==> src/hw/rtl/tsot_pkg.sv <==
// tsot_pkg: shared types and constants of the timestamp and one-shot event timer
// holds the function codes, controller states and the controller/datapath
// command and status structs; no dependencies
package tsot_pkg;

    localparam int COUNTER_BITS_DEF = 16;
    localparam int TIME_W           = 64;
    localparam int NPT_W            = 10;
    localparam int DIV100_STEPS     = 16;
    localparam int DIV100_CNT_W     = 4;
    localparam int APB_ADDR_W       = 3;
    localparam int APB_DATA_W       = 32;
    localparam int REG_IDX_W        = 1;

    localparam logic [NPT_W-1:0]  NPT_RESET      = 10'd200;
    localparam logic [TIME_W-1:0] HNSEC_OVERHEAD = 64'd10;
    localparam logic [TIME_W-1:0] REPORT_EARLY   = 64'd2;

    // register indexes of the configuration port
    localparam logic [REG_IDX_W-1:0] REG_NPT = 1'b0;

    typedef enum logic [1:0] {
        FUNC_TICK    = 2'd0,
        FUNC_ARM_REL = 2'd1,
        FUNC_ARM_ABS = 2'd2,
        FUNC_CANCEL  = 2'd3
    } func_t;

    typedef enum logic [3:0] {
        ST_IDLE,
        ST_MUL_LO,
        ST_MUL_HI,
        ST_DIV,
        ST_ARM_BASE,
        ST_ARM_OVH,
        ST_ARM_PROD,
        ST_ARM_DIV,
        ST_ARM_SET,
        ST_RESULT
    } state_t;

    typedef struct packed {
        logic load;
        logic mul_lo;
        logic mul_hi;
        logic div_step;
        logic arm_base;
        logic arm_ovh;
        logic arm_prod;
        logic arm_step;
        logic arm_set;
        logic out_load;
    } cmd_t;

    typedef struct packed {
        logic is_arm;
        logic div_last;
        logic arm_last;
    } status_t;

endpackage

==> src/hw/rtl/timestamp_and_oneshot_event_timer.sv <==
// a tick or cancel passes the split multiply and the 16-step radix-16 divide by 100;
// an arm then also passes the base, overhead and product steps and the one-bit-per-cycle
// tick divider; one item is in progress at a time, and the input waits until it is done
// a new item is taken while the previous result still waits in the output register
// reset (aresetn low, synchronous): counter, compare, armed flag cleared, resolution 200 ns
module timestamp_and_oneshot_event_timer
    import tsot_pkg::*;
#(
    parameter int COUNTER_BITS = COUNTER_BITS_DEF
) (
    input  logic                  aclk,
    input  logic                  aresetn,
    input  logic                  s_tvalid,
    output logic                  s_tready,
    input  logic [63:0]           s_tdata,   // [63:0] time_value
    input  logic [1:0]            s_tuser,   // [1:0] func
    output logic                  m_tvalid,
    input  logic                  m_tready,
    output logic [127:0]          m_tdata,   // [63:0] now_hnsec, [127:64] event_time
    output logic [1:0]            m_tuser,   // [0] event_fired, [1] delay_clamped
    input  logic                  psel,
    input  logic                  penable,
    input  logic                  pwrite,
    input  logic [APB_ADDR_W-1:0] paddr,
    input  logic [APB_DATA_W-1:0] pwdata,
    output logic [APB_DATA_W-1:0] prdata,
    output logic                  pready
);

    cmd_t              cmd;
    status_t           status;
    logic [NPT_W-1:0]  npt_reg;
    logic [REG_IDX_W-1:0] reg_idx;
    logic              cfg_wr;
    logic [TIME_W-1:0] now_hnsec;
    logic [TIME_W-1:0] event_time;
    logic              event_fired;
    logic              delay_clamped;

    assign pready  = 1'b1;
    assign reg_idx = paddr[APB_ADDR_W-1:2];
    assign cfg_wr  = psel && penable && pwrite && pready;
    assign prdata  = (reg_idx == REG_NPT) ? APB_DATA_W'(npt_reg) : '0;

    always_ff @(posedge aclk) begin
        if (!aresetn) begin
            npt_reg <= NPT_RESET;
        end else if (cfg_wr && reg_idx == REG_NPT) begin
            npt_reg <= pwdata[NPT_W-1:0];
        end
    end

    tsot_ctrl u_ctrl (
        .aclk     (aclk),
        .aresetn  (aresetn),
        .s_tvalid (s_tvalid),
        .s_tready (s_tready),
        .m_tvalid (m_tvalid),
        .m_tready (m_tready),
        .status   (status),
        .cmd      (cmd)
    );

    tsot_dp #(
        .COUNTER_BITS (COUNTER_BITS)
    ) u_dp (
        .aclk          (aclk),
        .aresetn       (aresetn),
        .cmd           (cmd),
        .status        (status),
        .npt           (npt_reg),
        .in_func       (func_t'(s_tuser)),
        .in_time       (s_tdata),
        .now_hnsec     (now_hnsec),
        .event_fired   (event_fired),
        .event_time    (event_time),
        .delay_clamped (delay_clamped)
    );

    assign m_tdata = {event_time, now_hnsec};
    assign m_tuser = {delay_clamped, event_fired};

`ifndef ASSERT_OFF
    // one item in flight: an accepted transaction closes the input side
    a_one_in_flight: assert property (@(posedge aclk) disable iff (!aresetn)
        (s_tvalid && s_tready) |=> !s_tready)
        else $error("input accepted while an item is in progress");

    // no fire, no timestamp
    a_evt_zero: assert property (@(posedge aclk) disable iff (!aresetn)
        (m_tvalid && !m_tuser[0]) |-> (m_tdata[127:64] == 64'd0))
        else $error("event_time set without a fired event");

    // reported timestamp never after the current time
    a_evt_early: assert property (@(posedge aclk) disable iff (!aresetn)
        (m_tvalid && m_tuser[0]) |-> (m_tdata[127:64] <= m_tdata[63:0]))
        else $error("event_time later than now_hnsec");
`endif

endmodule

==> src/hw/rtl/tsot_ctrl.sv <==
// tsot_ctrl: sequencing state machine of the event timer
// steps the datapath through time conversion and arming; owns the result valid
// depends on tsot_pkg
module tsot_ctrl
    import tsot_pkg::*;
(
    input  logic    aclk,
    input  logic    aresetn,
    input  logic    s_tvalid,
    output logic    s_tready,
    output logic    m_tvalid,
    input  logic    m_tready,
    input  status_t status,
    output cmd_t    cmd
);

    state_t state_reg;
    state_t state_next;
    logic   out_valid_reg;
    logic   out_valid_next;
    logic   slot_free;

    assign slot_free = !out_valid_reg || m_tready;
    assign s_tready  = (state_reg == ST_IDLE);
    assign m_tvalid  = out_valid_reg;

    always_ff @(posedge aclk) begin
        if (!aresetn) begin
            state_reg     <= ST_IDLE;
            out_valid_reg <= 1'b0;
        end else begin
            state_reg     <= state_next;
            out_valid_reg <= out_valid_next;
        end
    end

    always_comb begin
        state_next = state_reg;
        cmd        = '0;
        case (state_reg)
            ST_IDLE: begin
                if (s_tvalid) begin
                    cmd.load   = 1'b1;
                    state_next = ST_MUL_LO;
                end
            end
            ST_MUL_LO: begin
                cmd.mul_lo = 1'b1;
                state_next = ST_MUL_HI;
            end
            ST_MUL_HI: begin
                cmd.mul_hi = 1'b1;
                state_next = ST_DIV;
            end
            ST_DIV: begin
                cmd.div_step = 1'b1;
                if (status.div_last) begin
                    state_next = status.is_arm ? ST_ARM_BASE : ST_RESULT;
                end
            end
            ST_ARM_BASE: begin
                cmd.arm_base = 1'b1;
                state_next   = ST_ARM_OVH;
            end
            ST_ARM_OVH: begin
                cmd.arm_ovh = 1'b1;
                state_next  = ST_ARM_PROD;
            end
            ST_ARM_PROD: begin
                cmd.arm_prod = 1'b1;
                state_next   = ST_ARM_DIV;
            end
            ST_ARM_DIV: begin
                cmd.arm_step = 1'b1;
                if (status.arm_last) begin
                    state_next = ST_ARM_SET;
                end
            end
            ST_ARM_SET: begin
                cmd.arm_set = 1'b1;
                state_next  = ST_RESULT;
            end
            ST_RESULT: begin
                // wait until the previous result has left the output register
                if (slot_free) begin
                    cmd.out_load = 1'b1;
                    state_next   = ST_IDLE;
                end
            end
            default: begin
                state_next = ST_IDLE;
            end
        endcase
    end

    always_comb begin
        if (cmd.out_load) begin
            out_valid_next = 1'b1;
        end else if (m_tready) begin
            out_valid_next = 1'b0;
        end else begin
            out_valid_next = out_valid_reg;
        end
    end

endmodule

==> src/hw/rtl/tsot_dp.sv <==
// tsot_dp: datapath of the event timer
// tick counter, split multiplier, radix-16 divide by 100, delay-to-tick divider,
// compare/arm state and the result register; depends on tsot_pkg
module tsot_dp
    import tsot_pkg::*;
#(
    parameter int COUNTER_BITS = COUNTER_BITS_DEF
) (
    input  logic              aclk,
    input  logic              aresetn,
    input  cmd_t              cmd,
    output status_t           status,
    input  logic [NPT_W-1:0]  npt,
    input  func_t             in_func,
    input  logic [TIME_W-1:0] in_time,
    output logic [TIME_W-1:0] now_hnsec,
    output logic              event_fired,
    output logic [TIME_W-1:0] event_time,
    output logic              delay_clamped
);

    localparam int DIVW   = NPT_W + COUNTER_BITS;
    localparam int ACNT_W = $clog2(COUNTER_BITS);
    localparam int PROD_W = TIME_W + 7;

    // architectural state
    logic [TIME_W-1:0]       tick_count_reg;
    logic [COUNTER_BITS-1:0] compare_value_reg;
    logic                    event_armed_reg;

    // item working registers
    func_t                   func_reg;
    logic [TIME_W-1:0]       tv_reg;
    logic                    fired_reg;
    logic                    clamp_reg;
    logic                    armok_reg;
    logic [TIME_W-1:0]       div_q_reg;
    logic [6:0]              div_rem_reg;
    logic [DIV100_CNT_W-1:0] div_cnt_reg;
    logic [TIME_W-1:0]       d_reg;
    logic [DIVW-1:0]         arem_reg;
    logic [DIVW-2:0]         adv_reg;
    logic [COUNTER_BITS-1:0] aq_reg;
    logic [ACNT_W-1:0]       acnt_reg;

    // result register
    logic [TIME_W-1:0]       now_out_reg;
    logic [TIME_W-1:0]       evt_out_reg;
    logic                    fired_out_reg;
    logic                    clamp_out_reg;

    logic [NPT_W-1:0]        npt_eff;
    logic [TIME_W-1:0]       tick_inc;
    logic [41:0]             lo_prod;
    logic [41:0]             hi_prod;
    logic [10:0]             div_x;
    logic [3:0]              div_digit;
    logic [10:0]             div_sub;
    logic [PROD_W-1:0]       p100;
    logic [TIME_W-1:0]       lim;
    logic                    clamp_now;
    logic                    astep_ge;
    logic [COUNTER_BITS-1:0] ticks;

    assign npt_eff  = (npt == '0) ? NPT_W'(1) : npt;
    assign tick_inc = tick_count_reg + TIME_W'(1);
    assign lo_prod  = tick_count_reg[31:0] * npt_eff;
    assign hi_prod  = tick_count_reg[63:32] * npt_eff;

    // one quotient digit of the divide by 100 per step
    assign div_x = {div_rem_reg, div_q_reg[TIME_W-1 -: 4]};
    always_comb begin
        div_digit = 4'd0;
        for (int k = 1; k < 16; k++) begin
            if (div_x >= 11'(k * 100)) begin
                div_digit = 4'(k);
            end
        end
    end
    assign div_sub = div_x - ({7'b0, div_digit} * 11'd100);

    // delay in ns, 7 guard bits catch the overflow of d * 100
    assign p100 = ({7'b0, d_reg} << 6) + ({7'b0, d_reg} << 5) + ({7'b0, d_reg} << 2);
    assign lim  = TIME_W'(npt_eff) << COUNTER_BITS;
    assign clamp_now = (|p100[PROD_W-1:TIME_W]) || (p100[TIME_W-1:0] >= lim);

    assign astep_ge = (arem_reg >= {1'b0, adv_reg});
    assign ticks    = clamp_reg ? '1 : aq_reg;

    always_ff @(posedge aclk) begin
        if (!aresetn) begin
            tick_count_reg    <= '0;
            compare_value_reg <= '0;
            event_armed_reg   <= 1'b0;
        end else begin
            if (cmd.load) begin
                case (in_func)
                    FUNC_TICK: begin
                        tick_count_reg <= tick_inc;
                        if (event_armed_reg &&
                            tick_inc[COUNTER_BITS-1:0] == compare_value_reg) begin
                            event_armed_reg <= 1'b0;
                        end
                    end
                    FUNC_CANCEL: begin
                        event_armed_reg <= 1'b0;
                    end
                    default: begin
                    end
                endcase
            end
            if (cmd.arm_set) begin
                if (armok_reg) begin
                    compare_value_reg <= tick_count_reg[COUNTER_BITS-1:0] + ticks;
                    event_armed_reg   <= 1'b1;
                end else begin
                    event_armed_reg   <= 1'b0;
                end
            end
        end
    end

    always_ff @(posedge aclk) begin
        if (cmd.load) begin
            func_reg  <= in_func;
            tv_reg    <= in_time;
            clamp_reg <= 1'b0;
            fired_reg <= (in_func == FUNC_TICK) && event_armed_reg &&
                         (tick_inc[COUNTER_BITS-1:0] == compare_value_reg);
        end
        if (cmd.mul_lo) begin
            div_q_reg <= {22'b0, lo_prod};
        end
        if (cmd.mul_hi) begin
            // product wraps modulo 2^64
            div_q_reg   <= div_q_reg + {hi_prod[31:0], 32'b0};
            div_rem_reg <= '0;
            div_cnt_reg <= DIV100_CNT_W'(DIV100_STEPS - 1);
        end
        if (cmd.div_step) begin
            div_q_reg   <= {div_q_reg[TIME_W-5:0], div_digit};
            div_rem_reg <= div_sub[6:0];
            div_cnt_reg <= div_cnt_reg - DIV100_CNT_W'(1);
        end
        if (cmd.arm_base) begin
            if (func_reg == FUNC_ARM_REL) begin
                d_reg <= tv_reg;
            end else begin
                d_reg <= (tv_reg > div_q_reg) ? tv_reg - div_q_reg : '0;
            end
        end
        if (cmd.arm_ovh) begin
            d_reg <= (d_reg > HNSEC_OVERHEAD) ? d_reg - HNSEC_OVERHEAD : '0;
        end
        if (cmd.arm_prod) begin
            armok_reg <= (d_reg > HNSEC_OVERHEAD);
            clamp_reg <= clamp_now;
            arem_reg  <= p100[DIVW-1:0];
            adv_reg   <= {npt_eff, {(COUNTER_BITS-1){1'b0}}};
            aq_reg    <= '0;
            acnt_reg  <= ACNT_W'(COUNTER_BITS - 1);
        end
        if (cmd.arm_step) begin
            if (astep_ge) begin
                arem_reg <= arem_reg - {1'b0, adv_reg};
            end
            aq_reg   <= {aq_reg[COUNTER_BITS-2:0], astep_ge};
            adv_reg  <= adv_reg >> 1;
            acnt_reg <= acnt_reg - ACNT_W'(1);
        end
        if (cmd.arm_set) begin
            fired_reg <= !armok_reg;
        end
        if (cmd.out_load) begin
            now_out_reg   <= div_q_reg;
            fired_out_reg <= fired_reg;
            clamp_out_reg <= clamp_reg;
            if (fired_reg && div_q_reg > REPORT_EARLY) begin
                evt_out_reg <= div_q_reg - REPORT_EARLY;
            end else begin
                evt_out_reg <= '0;
            end
        end
    end

    assign status.is_arm   = (func_reg == FUNC_ARM_REL) || (func_reg == FUNC_ARM_ABS);
    assign status.div_last = (div_cnt_reg == '0);
    assign status.arm_last = (acnt_reg == '0);

    assign now_hnsec     = now_out_reg;
    assign event_fired   = fired_out_reg;
    assign event_time    = evt_out_reg;
    assign delay_clamped = clamp_out_reg;

endmodule
==> config.mk <==
export PLATFORM = sky130hd
export DESIGN_NAME = timestamp_and_oneshot_event_timer
export DESIGN_NICKNAME = d
export VERILOG_FILES = /design/src/hw/rtl/tsot_pkg.sv /design/src/hw/rtl/timestamp_and_oneshot_event_timer.sv /design/src/hw/rtl/tsot_ctrl.sv /design/src/hw/rtl/tsot_dp.sv
export SDC_FILE = /design/constraint.sdc
export NUM_CORES = 2
export LEC_CHECK = 0
export BUFFER_PORTS_ARGS = -buffer_cell sky130_fd_sc_hd__clkbuf_2
export CAP_MARGIN = 20
export CORE_MARGIN = 4
export CORE_UTILIZATION = 50
export DETAILED_ROUTE_END_ITERATION = 16
export PLACE_DENSITY = 0.7
export SLEW_MARGIN = 0
export SYNTH_ARGS = -nofsm -noshare
export SYNTH_HDL_FRONTEND = slang
export SYNTH_SLANG_ARGS = --single-unit
==> constraint.sdc <==
create_clock -name aclk -period 14.6 [get_ports aclk]
set_clock_uncertainty 0.05 [all_clocks]
set_input_delay 1.46 -clock aclk [delete_from_list [all_inputs] [get_ports aclk]]
set_output_delay 1.46 -clock aclk [all_outputs]
set_load 0.005 [all_outputs]
==> After elaboration in Yosys (flattened, before gate mapping) <==
Index checks and enable logic that the tools add are counted.
{ "op_classes": {"add_sub_neg": 12, "mul": 3, "n_div": 0, "order_cmp": 20, "n_eq_ne": 18, "n_shift": 0, "muxes": 68, "bitwise": 1, "reduce_logical": 30} }
{ "ops": {"columns": ["cell", "n"], "rows": [
  ["2-to-1 mux 64 bit", 8],
  ["2-to-1 mux 4 bit", 23],
  ["2-to-1 mux 26 bit", 3],
  ["adder 70 x 69 -> 71 bit", 1],
  ["adder 71 x 66 -> 71 bit", 1],
  ["adder 64 x 1 -> 64 bit (second input constant)", 1],
  ["adder 64 bit", 1],
  ["greater-or-equal comparator 64 x 26 -> 1 bit", 1],
  ["greater-than comparator 64 x 2 -> 1 bit (second input constant)", 1],
  ["greater-than comparator 64 x 4 -> 1 bit (second input constant)", 1],
  ["greater-than comparator 64 bit", 1],
  ["subtractor 64 x 2 -> 64 bit (second input constant)", 1],
  ["subtractor 64 x 4 -> 64 bit (second input constant)", 1],
  ["subtractor 64 bit", 1],
  ["greater-or-equal comparator 11 x 10 -> 1 bit (second input constant)", 5],
  ["greater-or-equal comparator 11 bit (second input constant)", 5],
  ["2-to-1 mux 16 bit", 3],
  ["2-to-1 mux 24 bit", 2],
  ["multiplier 32 x 10 -> 42 bit", 1],
  ["one-hot mux 4 bit (10 select lines)", 1],
  ["greater-or-equal comparator 11 x 9 -> 1 bit (second input constant)", 3],
  ["multiplier 32 x 10 -> 32 bit", 1],
  ["greater-or-equal comparator 26 x 25 -> 1 bit", 1],
  ["subtractor 26 x 25 -> 26 bit", 1],
  ["other kinds (33)", 84]
]} }
{ "totals": {"register_bits": 505, "latchBits": 0, "mem_bits_rw": 0, "rom_bits": 0, "output_inout_bits": 165, "memories": 0} }

==> Depth between registers and ports, before layout <==
{ "logic_depth": {"depth_word": 19, "depth_mapped": 35, "ltp_nobuf": 32} }

==> Modules after synthesis <==
A second synthesis with hierarchy kept.
{ "unflattened": {"hier_cells": 5879, "area_unflattened_um2": 53578.9} }
{ "by_module_without_submodules": {"columns": ["mod", "instances", "cells_per_inst", "area_each_um2"], "rows": [
  ["tsot_dp", 1, 5743, 52506.6],
  ["timestamp_and_oneshot_event_timer", 1, 82, 680.7],
  ["tsot_ctrl", 1, 54, 391.6]
]} }

==> Worst setup path before layout <==
No wires, ideal clock.
{ "synth_path": {"kind": "input port to flip-flop", "startpoint": "in m_tready", "endpoint": "reg u_dp.clamp_out_reg (netlist: u_dp.delay_clamped), enable pin", "t_arrival_ns": 13.744, "required_time_ns": 13.612, "path_slack_ns": -0.132, "cell_stages": 2, "n_path_buf": 0, "cell_sequence": "nor2b_1 > nor4_1"} }
{ "synth_lines": {"columns": ["item", "line", "text"], "rows": [
  ["from (decl)", "timestamp_and_oneshot_event_timer.sv:18", "input logic m_tready,"],
  ["to (signal assigned)", "tsot_dp.sv:177", "clamp_out_reg <= clamp_reg;"],
  ["to (decl)", "tsot_dp.sv:50", "logic clamp_out_reg;"]
]} }

==> Worst setup path in the final report <==
{ "layout_path": {"startpoint": "reg npt_reg[5]", "endpoint": "reg u_dp.div_q_reg[63] (data pin)"} }
{ "layout_via": {"elab_chain_cells": 6} }
{ "layout_rtl": {"columns": ["item", "line", "text"], "rows": [
  ["from (decl)", "timestamp_and_oneshot_event_timer.sv:32", "logic [NPT_W-1:0] npt_reg;"],
  ["from (signal assigned)", "timestamp_and_oneshot_event_timer.sv:49", "npt_reg <= pwdata[NPT_W-1:0];"],
  ["zero test 10 bit", "tsot_dp.sv:65", "assign npt_eff = (npt == '0) ? NPT_W'(1) : npt;"],
  ["2-to-1 mux 10 bit *", "tsot_dp.sv:65", null],
  ["multiplier 32 x 10 -> 32 bit *", "tsot_dp.sv:68", "assign hi_prod = tick_count_reg[63:32] * npt_eff;"],
  ["adder 64 bit *", "tsot_dp.sv:136", "div_q_reg <= div_q_reg + {hi_prod[31:0], 32'b0};"],
  ["2-to-1 mux 64 bit *", "tsot_dp.sv:134", "if (cmd.mul_hi) begin"],
  ["2-to-1 mux 64 bit *", "tsot_dp.sv:140", "if (cmd.div_step) begin"],
  ["to (signal assigned)", "tsot_dp.sv:132", "div_q_reg <= {22'b0, lo_prod};"],
  ["to (signal assigned)", "tsot_dp.sv:136", null],
  ["to (signal assigned)", "tsot_dp.sv:141", "div_q_reg <= {div_q_reg[TIME_W-5:0], div_digit};"],
  ["to (decl)", "tsot_dp.sv:37", "logic [TIME_W-1:0] div_q_reg;"]
]} }
Mark *: on every way between the ends. The rest lies on a longest branch, timed or not.
A chain may end at the register's enable or synchronous reset.

==> out/results.ini <==
[critical_path]
crit_top_cell=fa_1
start_kind=register
crit_type=reg -> reg
worstPathArrival_ps=9180
reg2reg_slack_ps=5740
critical-path-slowest-cell=dfxtp_2
cpPeakStageDelay_ps=680
crit_required_ps=14920
cp-end-kind=register
critPathMaxFanout=37

[clock_tree]
htree_levels=2
clock-sinks=505
postCtsSetupBuffers=0
post_cts_resize_count=0
numCtsBuffers=60
cts_hold_buf=0
clk_latency_ps=670
cts_root_buf=clkbuf_16
path_clk_slew_ps=60
cts_tree=built
cts.path.max_buffers=3

[power_and_ir_drop]
power_frac_seq=0.322
p_per_area_nw_per_um2=118.4
switching_share=0.4264
p_sw_mw=2.895
p_leak_nw=25.92
power.share.clock=0.227
vdd_drop_max_mv=0.1183
power.internal_mw=3.894
combPwrFrac=0.452

[drt]
firstDrtPassIters=7
drc_errors=0
viasPerCell=5.852
routed-wl-met3_um=14310
vias=43326
totalWireLength_um=159500
drtIter0Drc=3588
wl_met1_um=66570
route.met2.wl_um=71990
drt-wirelength-per-cell_um=21.54
ant_nets=0
routed.top_layer=met5

[floorplanning]
core-area_um2=105600
start_util=0.5048
die_y_um=334.5
floorplan.die_area_um2=111900
fp.dieW_um=334.5
io_pins=273
rows=119

[cells_and_area]
fill_cells=9527
drive_gt1_frac=0.07302
final_util=0.5433
areaGrowthSynthToFinish_pct=7.626
stdcell_count=7404
final_nets=6987

[timing]
tightest_slew_ps=1109
rsz0062_at_grt=false
final_max_slew_viol_count=0
period_minus_slack_ps=8858
fin_ws_ps=5742
finalSetupViolCount=0
period_share=0.6067
max_slew_margin=0.2604
max_clock_freq_ghz=0.1129
hold_viol=0
finalHoldWorstSlack_ps=414.9
fin_setup_tns_ps=0

[placement]
dpl.hpwl_um=122700
post-place-cells=7291
io_buffer_count=225
gp_congestion=0.9461
place_ws_ps=5854

[global_route]
grt_max_degree=92
first_global_vias=42988
grt_usage=0.2815
grt_first_pass_wirelength_um=246600
overflow=0
antenna_found_initial=4

[synthesis]
syn-cell-area_um2=53290
ys_seq_area_frac=0.2615
synth-main-ff-cell=edfxtp_1
synth-warning-count=0
synthArstFlopShare=0
synth_cell_types=88
avgSynthCellArea_um2=8.994
synth_edf_count=382
syn-instance-count=5925
synth_seq_cells=505

[flow_run]
drv_cap=0

[status]
status=completed

[hold_path]
worstHoldPathType=reg -> reg

critical path: cells and delay by family (launching register included):
family / cells / cell delay, ps
buffers and inverters: 4 / 760
flip-flops: 1 / 680
adder cells (fa/ha/maj): 7 / 3270
AND/OR/NAND/NOR: 6 / 1090
XOR/XNOR: 3 / 420
AO/OA/AOI/OAI: 10 / 2250
metal layers:
layer,track usage,vias to the layer above
met5,0,-
met4,0.1058,4
met3,0.05536,307
met2,0.4477,1729
met1,0.3833,21234
li1,-,20052
power groups by stage:
stage          Sequential (mW)  Combinational (mW)  Clock (mW)
3_3_place_gp              2.20                2.98           0
5_1_grt                   2.19                3.37        1.62
4_1_cts                   2.17                3.02        1.57
6_report                  2.18                3.07        1.54
2_1_floorplan             2.02                2.25           0
3_5_place_dp              2.20                3.00           0
synth_stat cells (all sizes together) (37+ instances only):
library cell / count / area [µm²]
nor3: 80 / 425.4
nand2: 799 / 2999
or3: 39 / 244.0
fa: 502 / 10050
nor4: 38 / 244.0
xor2: 140 / 1226
nand4: 69 / 431.7
a31oi: 50 / 319.1
nor2b: 48 / 300.3
edfxtp: 382 / 11470
and3: 57 / 356.6
dfxtp: 123 / 2462
o21bai: 39 / 292.8
buf: 37 / 237.7
a21oi: 311 / 1556
o22ai: 83 / 519.3
ha: 415 / 5192
nand3: 126 / 630.6
clkbuf: 274 / 1028
a22oi: 43 / 322.8
nor2: 390 / 1464
and2: 186 / 1164
o21ai: 194 / 970.9
a21o: 138 / 1036
xnor2: 296 / 2592
inv: 665 / 2496
worst paths after layout:
check                                                   to  cells after the start                       start
worst max-delay path                    u_dp.div_q_reg[63]                     30                  npt_reg[5]
worst min-delay path            u_dp.compare_value_reg[10]                      2  u_dp.compare_value_reg[10]
worst max register to register          u_dp.div_q_reg[63]                     30                  npt_reg[5]
worst min register to register  u_dp.compare_value_reg[10]                      2  u_dp.compare_value_reg[10]
final cells by class:
type / instances / area (µm²) / area share
multi-input cells: 4465 / 35760 / 0.6235
flip-flops and latches: 505 / 13940 / 0.2431
inverters: 665 / 2496 / 0.04352
well taps: 1391 / 1740 / 0.03035
clock buffers: 73 / 1572 / 0.02740
repair buffers: 265 / 1439 / 0.02509
clock inverters: 39 / 401.6 / 0.007003
diodes: 1 / 2.502 / 0.00004363
cells in the final DEF, fill, tap and decap left out, types with 74 or more instances in the layout:
master	Yosys	final
nand2_1	799	797
inv_1	664	664
fa_1	502	502
ha_1	415	414
nor2_1	390	388
edfxtp_1	382	382
a21oi_1	311	311
xnor2_1	296	296
clkbuf_2	0	225
and2_1	185	185
o21ai_0	179	179
xor2_1	140	140
a21o_1	138	138
nand3_1	126	126
dfxtp_1	123	114
o22ai_1	83	83
nor3_1	75	74
per-stage QoR:
stage / total power [mW] / area, µm²
6_report: 6.789 / 57350
4_1_cts: 6.758 / 57350
5_1_grt: 7.176 / 57350
2_1_floorplan: 4.264 / 53370
3_5_place_dp: 5.198 / 55380
3_3_place_gp: 5.178 / 55360
cells by family (layout without fill, tap and decap cells):
logic type,after synthesis,after routing,synth area share
multiplexers,14,14,0.002747
adder cells (fa/ha/maj),917,917,0.2860
AO/OA/AOI/OAI,1125,1125,0.1364
AND/OR/NAND/NOR,1950,1950,0.1710
buffers and inverters,976,1042,0.07060
other,2,24,0.0001409
flip-flops,505,505,0.2615
XOR/XNOR,436,436,0.07166
Note: power is estimated with default switching activity, not from simulation.
